===== config.mk =====
export PLATFORM = sky130hd
export DESIGN_NAME = signed_decimal_text_to_integer_top
export DESIGN_NICKNAME = d
export VERILOG_FILES = /design/src/hw/rtl/sdti_pkg.sv /design/src/hw/rtl/sdti_core.sv /design/src/hw/rtl/signed_decimal_text_to_integer_top.sv
export SDC_FILE = /design/constraint.sdc
export NUM_CORES = 1
export LEC_CHECK = 0
export BUFFER_PORTS_ARGS = -buffer_cell sky130_fd_sc_hd__buf_2
export CAP_MARGIN = 40
export CORE_ASPECT_RATIO = 0.9
export CORE_MARGIN = 3
export CORE_UTILIZATION = 30
export CTS_CLUSTER_SIZE = 14
export DETAILED_ROUTE_END_ITERATION = 6
export PLACE_DENSITY_LB_ADDON = 0.1
export SKIP_CTS_REPAIR_TIMING = 1
export SLEW_MARGIN = 40
export SYNTH_ARGS = -nofsm -noshare
export SYNTH_HDL_FRONTEND = slang
export SYNTH_SLANG_ARGS = --single-unit

===== constraint.sdc =====
create_clock -name clk -period 5 [get_ports clk]
set_clock_uncertainty 0.2 [all_clocks]
set_input_delay 1 -clock clk [delete_from_list [all_inputs] [get_ports clk]]
set_output_delay 1 -clock clk [all_outputs]
set_load 0.01 [all_outputs]

===== src/hw/rtl/sdti_pkg.sv =====
`default_nettype none

package sdti_pkg;

	// Character codes and digit limits.
	localparam logic [7:0] CH_MINUS = 8'h2D;
	localparam logic [7:0] CH_ZERO = 8'd48;
	localparam logic [7:0] CH_NINE = 8'd57;
	localparam logic [3:0] DIGIT_LIMIT_MAX = 4'd9;
	localparam logic [3:0] COUNT_SAT = 4'd15;

	// Field widths.
	localparam int CHAR_W = 8;
	localparam int LIMIT_W = 4;
	localparam int COUNT_W = 4;
	localparam int ACC_W = 30;
	localparam int VALUE_W = 31;

	// One input request as held in the input register.
	typedef struct packed {
		logic [CHAR_W-1:0] character;
		logic last_char;
		logic empty_string;
	} item_t;

	// What the step logic hands to the result register.
	typedef struct packed {
		logic emit;
		logic parse_ok;
		logic signed [VALUE_W-1:0] value;
	} result_t;

endpackage

`default_nettype wire


===== src/hw/rtl/sdti_core.sv =====
`default_nettype none

module sdti_core (
	input wire logic clk,
	input wire logic arst_n,
	input wire logic step,
	input wire sdti_pkg::item_t item,
	input wire logic [sdti_pkg::LIMIT_W-1:0] limit,
	output sdti_pkg::result_t result
);

	logic [sdti_pkg::ACC_W-1:0] acc_q;
	logic [sdti_pkg::COUNT_W-1:0] count_q;
	logic neg_q;
	logic err_q;

	logic [sdti_pkg::ACC_W-1:0] acc_n;
	logic [sdti_pkg::COUNT_W-1:0] count_n;
	logic neg_n;
	logic err_n;
	logic first;
	logic numeral;
	logic [3:0] digit;
	logic [sdti_pkg::ACC_W-1:0] acc_x10;
	logic ok;
	logic [sdti_pkg::VALUE_W-1:0] mag;

	assign first = (count_q == '0) && !neg_q && !err_q;
	assign numeral = (item.character >= sdti_pkg::CH_ZERO)
		&& (item.character <= sdti_pkg::CH_NINE);
	// The digit codes start at 0x30, so the low nibble is the digit.
	assign digit = item.character[3:0];
	// Times ten as two shifted copies; the sum wraps at the accumulator width.
	assign acc_x10 = {acc_q[sdti_pkg::ACC_W-4:0], 3'b000}
		+ {acc_q[sdti_pkg::ACC_W-2:0], 1'b0};

	// Next string state for one character.
	always_comb begin
		acc_n = acc_q;
		count_n = count_q;
		neg_n = neg_q;
		err_n = err_q;
		if (first && (item.character == sdti_pkg::CH_MINUS)) begin
			neg_n = 1'b1;
		end else if (numeral) begin
			if (count_q != sdti_pkg::COUNT_SAT) begin
				count_n = count_q + 4'd1;
			end
			if (count_n > limit) begin
				err_n = 1'b1;
			end else if (!err_q) begin
				acc_n = acc_x10 + {{(sdti_pkg::ACC_W-4){1'b0}}, digit};
			end
		end else begin
			err_n = 1'b1;
		end
	end

	// Result at the end of a string or for an empty string.
	assign ok = !err_n && !(neg_n && (count_n == '0));
	assign mag = {1'b0, acc_n};

	always_comb begin
		result.emit = item.empty_string || item.last_char;
		result.parse_ok = 1'b1;
		result.value = '0;
		if (!item.empty_string) begin
			result.parse_ok = ok;
			if (ok) begin
				result.value = neg_n ? $signed(-mag) : $signed(mag);
			end
		end
	end

	// String state; it starts over after every result.
	always_ff @(posedge clk or negedge arst_n) begin
		if (!arst_n) begin
			acc_q <= '0;
			count_q <= '0;
			neg_q <= 1'b0;
			err_q <= 1'b0;
		end else if (step) begin
			if (result.emit) begin
				acc_q <= '0;
				count_q <= '0;
				neg_q <= 1'b0;
				err_q <= 1'b0;
			end else begin
				acc_q <= acc_n;
				count_q <= count_n;
				neg_q <= neg_n;
				err_q <= err_n;
			end
		end
	end

endmodule

`default_nettype wire


===== src/hw/rtl/signed_decimal_text_to_integer_top.sv =====
`default_nettype none

// Parses a signed decimal string that arrives one character per request, with
// last_char on the final character, or as a single request with empty_string set.
// One request is taken every cycle while the input is not stalled; the accumulate
// step (multiply by ten plus the digit) is combinational between the input register
// and the result register, so a result passes through the input register and then
// the result register, which loads it once the output is not stalled. Results keep
// their order; a stalled result holds, and the input stalls only while a finished
// result is waiting behind it. max_digits is written through the cfg port (always
// ready) and values above nine act as nine; write it only while no string is in
// progress.

module signed_decimal_text_to_integer_top (
	input wire logic clk,
	input wire logic arst_n,
	input wire logic cfg_valid,
	output logic cfg_ready,
	input wire logic [sdti_pkg::LIMIT_W-1:0] cfg_data,
	input wire logic in_valid,
	output logic in_stall,
	input wire logic [sdti_pkg::CHAR_W-1:0] character,
	input wire logic last_char,
	input wire logic empty_string,
	output logic out_valid,
	input wire logic out_stall,
	output logic parse_ok,
	output logic signed [sdti_pkg::VALUE_W-1:0] value
);

	logic [sdti_pkg::LIMIT_W-1:0] max_digits_q;
	logic [sdti_pkg::LIMIT_W-1:0] limit;
	logic valid_s1;
	sdti_pkg::item_t item_s1;
	sdti_pkg::result_t result;
	logic out_valid_q;
	logic parse_ok_q;
	logic signed [sdti_pkg::VALUE_W-1:0] value_q;
	logic out_free;
	logic step;
	logic in_take;

	// Configuration register.
	assign cfg_ready = 1'b1;
	always_ff @(posedge clk or negedge arst_n) begin
		if (!arst_n) begin
			max_digits_q <= sdti_pkg::DIGIT_LIMIT_MAX;
		end else if (cfg_valid && cfg_ready) begin
			max_digits_q <= cfg_data;
		end
	end
	assign limit = (max_digits_q > sdti_pkg::DIGIT_LIMIT_MAX)
		? sdti_pkg::DIGIT_LIMIT_MAX : max_digits_q;

	// Handshake: the held request moves on unless its result cannot be stored.
	assign out_free = !out_valid_q || !out_stall;
	assign step = valid_s1 && (!result.emit || out_free);
	assign in_stall = valid_s1 && !step;
	assign in_take = in_valid && !in_stall;

	// Input register.
	always_ff @(posedge clk or negedge arst_n) begin
		if (!arst_n) begin
			valid_s1 <= 1'b0;
		end else if (in_take) begin
			valid_s1 <= 1'b1;
		end else if (step) begin
			valid_s1 <= 1'b0;
		end
	end

	always_ff @(posedge clk) begin
		if (in_take) begin
			item_s1.character <= character;
			item_s1.last_char <= last_char;
			item_s1.empty_string <= empty_string;
		end
	end

	sdti_core u_core (
		.clk(clk),
		.arst_n(arst_n),
		.step(step),
		.item(item_s1),
		.limit(limit),
		.result(result)
	);

	// Result register.
	always_ff @(posedge clk or negedge arst_n) begin
		if (!arst_n) begin
			out_valid_q <= 1'b0;
		end else if (out_free) begin
			out_valid_q <= step && result.emit;
		end
	end

	always_ff @(posedge clk) begin
		if (out_free && step && result.emit) begin
			parse_ok_q <= result.parse_ok;
			value_q <= result.value;
		end
	end

	assign out_valid = out_valid_q;
	assign parse_ok = parse_ok_q;
	assign value = value_q;

endmodule

`default_nettype wire


Word level (Yosys, flattened, before mapping)
Cells that the tools add are included.
- bits in registers: 84
- $add $sub $neg: 4
- $lt $le $gt $ge: 4
- eq/ne operators: 2
- multiplexer cells: 21
- bitwise gates (word level): 2
- reductions and logical operators: 29
- operators by type and width (cell ; count):
    30-bit 2-to-1 mux ; 6
    30-bit negation with 31-bit output ; 1
    30-bit adder ; 1
    30-bit by 4-bit adder with 30-bit output ; 1
    4-bit 2-to-1 mux ; 7
    1-bit logical AND ; 12
    1-bit zero test ; 9
    8-bit by 6-bit equality test with 1-bit output (second input constant) ; 1
    8-bit by 6-bit >= comparator with 1-bit output (second input constant) ; 1
    8-bit by 6-bit <= comparator with 1-bit output (second input constant) ; 1
    4-bit zero test ; 2
    1-bit 2-to-1 mux ; 8
    4-bit by 1-bit adder with 4-bit output (second input constant) ; 1
    4-bit > comparator ; 1
    4-bit > comparator (second input constant) ; 1
    4-bit inequality test (second input constant) ; 1
    1-bit logical OR ; 3
    3-bit OR reduction ; 1
    1-bit NOT ; 2
    2-bit nonzero test ; 1
    2-bit OR reduction ; 1

Logic depth before layout (Yosys ltp)
- depth in word-level cells: 13
- depth in mapped cells: 23
- gate-level depth less buffers: 19

Hierarchy
From an unflattened synthesis, not the netlist that was laid out.
- cells, all modules: 709
- area, all modules: 6567.5 µm²
- modules (own cells, without submodules) (module ; instances ; cells each ; area an instance (µm²)):
    sdti_core ; 1 ; 640 ; 5014.8
    signed_decimal_text_to_integer_top ; 1 ; 69 ; 1552.7

Least setup slack after synthesis
Ideal clock, no wire load.
- path type: register -> register
- start: register u_core.count_q[0] in the netlist's numbering
- end: register value_q (netlist bit value[22]) (data pin)
- arrival: 4.899 ns
- setup slack: -0.365 ns
- stages on the path, launching flop included: 24
- path buffers: 4
- period minus slack after synthesis: 5.365 ns
- cells stage by stage: dfrtp_1 -> clkbuf_1 -> inv_1 -> ha_1 -> mux2i_1 -> inv_1 -> ha_1 -> nor2b_1 -> o21ai_1 -> a32o_1 -> nand2_1 -> clkbuf_1 -> clkbuf_1 -> buf_1 -> mux2i_1 -> ha_1 -> nand3_1 -> or3_1 -> o31ai_1 -> nand4_1 -> or3_1 -> o21ai_1 -> xor2_1 -> nor2_1
- cells in the longest elaborated chain, start to end: 12
- elaborated cells on any way between the ends: 28
- classes of those cells: add/sub (2); order compare (1); eq/ne (1); mux (13); bitwise (1); reduce/logical (10)
- ends and longest elaborated chain (item ; RTL line ; RTL):
    start: declaration ; sdti_core.sv:13 ; logic [sdti_pkg::COUNT_W-1:0] count_q;
    start signal: assignment ; sdti_core.sv:90 ; count_q <= count_n;
    parallel branches: the longest is 12 deep, another holds 30-bit negation with 31-bit output ; - ;
    end signal: assignment ; signed_decimal_text_to_integer_top.sv:101 ; value_q <= result.value;
    end: declaration ; signed_decimal_text_to_integer_top.sv:38 ; logic signed [sdti_pkg::VALUE_W-1:0] value_q;
Parallel ways; which one is timed is not known. The select of a mux whose other input is x is not followed.
A chain may end at the register's enable or synchronous reset.

Worst setup path in the final report
Same ends and word-level chain as after synthesis.

==> results.cfg <==
[timing]
worst_slack_ns = 0.2334
finalSetupViolCount = 0
maxSlewViolCount = 0
fmax_mhz = 209.8
worst_pin_slew_ns = 0.8388
timing_hold_violations_final = 0
fin_crit_ns = 4.767
period_share_pct = 95.33
slew_headroom_pct = 44.08

[global_routing]
overflow = 0
grt_pass1_vias = 5401
grt_antenna_before_repair = 0
grt_pass1_wl_um = 30390
grt_use_total_pct = 15.99
grt_max_degree = 43

[die]
die_h_um = 146.4
chipWidth_um = 161.9
start_util_pct = 31.05
die-area_um2 = 23700
core_um2 = 21150
rows = 50
ios = 54

[setup_path]
cp-start-kind = flop
cp.required_ns = 4.88
critPathKind = flop to flop
slowest_delay_ns = 0.48
crit_chain = ha_4, nand3_1, mux2i_2, inv_1, ha_1, nor2b_1, o21ai_1, a32o_1, nand2_2, mux2i_4, ha_2, nand3_1, or3_1, o31ai_2, nand4_1, buf_4, or3_1, o21ai_1, xor2_1, nor2_1
cp_max_fo = 8
end_kind = flop
cp_slowest_cell = dfrtp_2
crit_arrival_ns = 4.65

[detailed_routing]
drt-total-wl_um = 19280
dr_total_vias = 5590
ant_nets = 0
remaining_drc_errors = 0
routedWlPerCell_um = 18.20
drt_iter0_drc = 349
drt-pass1-iter-count = 5
via_per_inst = 5.279

[synth]
synth-seq-area-share_pct = 35.25
yosys.area.top_type = edfxtp_1
syn_inst = 721
syn-cell-area_um2 = 6566
ys_types = 74
synthesis.area_per_instance_um2 = 9.107
synthesis.nets = 803
synthArstFlopShare_pct = 50.00
synth_top_cell_area_share_pct = 19.21
synth.area.top_cells = edfxtp_1 (19%), dfrtp_1 (15%), ha_1 (12%)
synth-seq-cells = 84
ys_warn_count = 0
synth_ff_type = edfxtp_1
synth_edf_count = 42

[pwr]
peakVddDrop_mv = 0.1946
leakagePower_nw = 3.276
p_per_area_nw_per_um2 = 221.0
power.total_w = 0.001672

[place]
placed_area_um2 = 7181
gp_congestion = 0.8535
numPlacedInstances = 1041
dpl.hpwl_um = 14670
pre_cts_ws_ns = -0.1155
io_buffers = 52

[job]
cap_violations = 0

[clocking]
cts_buffers = 9
clock_sinks = 84
htree_levels = 3
root_buffer = clkbuf_16
cts_tree = yes
clockBufferDepth = 2
clk_latency_ns = 0.34
clk_pin_slew_worst_paths_ns = 0.06

[status]
status = completed

[layout]
diodes = 0
stdcell_area_um2 = 7565
layout.nets = 850
layout.cells.non_filler = 1059
areaGrowthSynthToFinish_pct = 15.21
drive_gt1_share_pct = 16.43
fin_util_pct = 35.78

[hold_path]
hold_path.class = flop to flop
[registers in the layout, indices dropped and copies added (netlist names)]
register        flops
item_s1            10
valid_s1            1
max_digits_q        4
value              31
u_core.count_q      4
u_core.neg_q        1
out_valid           1
parse_ok            1
u_core.acc_q       30
u_core.err_q        1
[through the flow]
step / hold WS [ns] / setup TNS (ns)
2_1_floorplan: 0.2418 / 0
3_5_place_dp: 0.2754 / -0.3120
4_1_cts: 0.2918 / -0.4163
3_3_place_gp: 0.2741 / 0
5_1_grt: 0.3050 / -0.02564
6_report: 0.2860 / 0
[final timing paths]
path / from / cells past startpoint / endpoint / slack, ns
min reg2reg: u_core.acc_q[29]$_DFFE_PN0P_ / 2 / u_core.acc_q[29]$_DFFE_PN0P_ / 0.29
min in group asynchronous: arst_n / 2 / u_core.acc_q[23]$_DFFE_PN0P_ / 0.56
max: u_core.count_q[0]$_DFFE_PN0P_ / 20 / value[22]$_SDFFCE_PP0P_ / 0.23
max in group asynchronous: arst_n / 2 / u_core.count_q[0]$_DFFE_PN0P_ / 3.57
min: u_core.acc_q[29]$_DFFE_PN0P_ / 2 / u_core.acc_q[29]$_DFFE_PN0P_ / 0.29
max reg2reg: u_core.count_q[0]$_DFFE_PN0P_ / 20 / value[22]$_SDFFCE_PP0P_ / 0.23
[power by group]
group	internal, W	switching (W)
registers	0.000763	0.0000146
logic	0.0000597	0.000114
clock network	0.000438	0.000282
total	0.00126	0.000411
[placed cells by master (no fill, tap or decap), types with 6 or more instances in the layout]
master	synthesis	layout
o31ai_1	10	9
nand4_1	7	7
buf_2	5	52
mux2i_1	16	13
clkbuf_16	0	9
nand3_1	17	17
buf_4	2	17
nand2_1	86	85
a21o_1	9	9
a211oi_1	10	10
a22o_1	15	15
inv_1	20	20
o21ai_1	10	9
nand2b_1	6	6
nor2_1	71	70
ha_1	61	59
xor2_1	30	30
edfxtp_1	42	42
xnor2_1	21	21
o21ai_0	47	47
or3_1	11	11
a21oi_1	41	41
a31oi_1	9	9
dfrtp_1	40	38
nor3_1	16	16
[metal layers]
metal / share of wire (%) / GRT usage (%) / up-vias / wire [µm]
met4: 1.4 / 3.326 / 0 / 278
li1: - / - / 2734 / -
met1: 47 / 21.70 / 2720 / 8998
met2: 49 / 26.93 / 119 / 9382
met3: 3.2 / 2.638 / 17 / 618
met5: 0 / 0 / - / 0
[critical path: cells and delay by family, from the launching register on]
| family | cells | cell delay (ns) |
|---|---|---|
| adder cells (fa/ha/maj) | 3 | 0.75 |
| XOR/XNOR | 1 | 0.16 |
| AND/OR/NAND/NOR | 8 | 1.46 |
| buffers and inverters | 2 | 0.27 |
| multiplexers | 2 | 0.56 |
| AO/OA/AOI/OAI | 4 | 0.64 |
| flip-flops | 1 | 0.48 |
[final cells by class]
cell class | instances | area [µm²]
clock buffers | 10 | 229.0
clock inverters | 6 | 88.84
fillers | 2177 | 13580
inverters | 20 | 75.07
multi-input cells | 582 | 4083
flip-flops and latches | 84 | 2317
well taps | 286 | 357.8
repair buffers | 71 | 414.1
[kinds of logic (layout without fill, tap and decap cells)]
| group | after synthesis | after routing | share of synthesized area [%] |
|---|---|---|---|
| buffers and inverters | 55 | 107 | 3.582 |
| AO/OA/AOI/OAI | 194 | 194 | 20.50 |
| flip-flops | 84 | 84 | 35.25 |
| XOR/XNOR | 51 | 51 | 6.803 |
| adder cells (fa/ha/maj) | 63 | 63 | 12.23 |
| AND/OR/NAND/NOR | 252 | 252 | 18.24 |
| other | 1 | 1 | 0.05711 |
| multiplexers | 21 | 21 | 3.334 |
[synth_stat cells (all sizes together), types with 6 or more instances]
cell type   n
a211oi     11
a21o        9
a21oi      43
a22o       15
a31oi      10
and2        6
buf        12
clkbuf     23
dfrtp      40
edfxtp     42
ha         61
inv        20
mux2i      17
nand2      86
nand2b      6
nand3      17
nand4       8
nor2       73
nor3       16
o21ai      57
o31ai      12
or3        12
xnor2      21
xor2       30
Note: power is estimated with default switching activity, not from simulation.
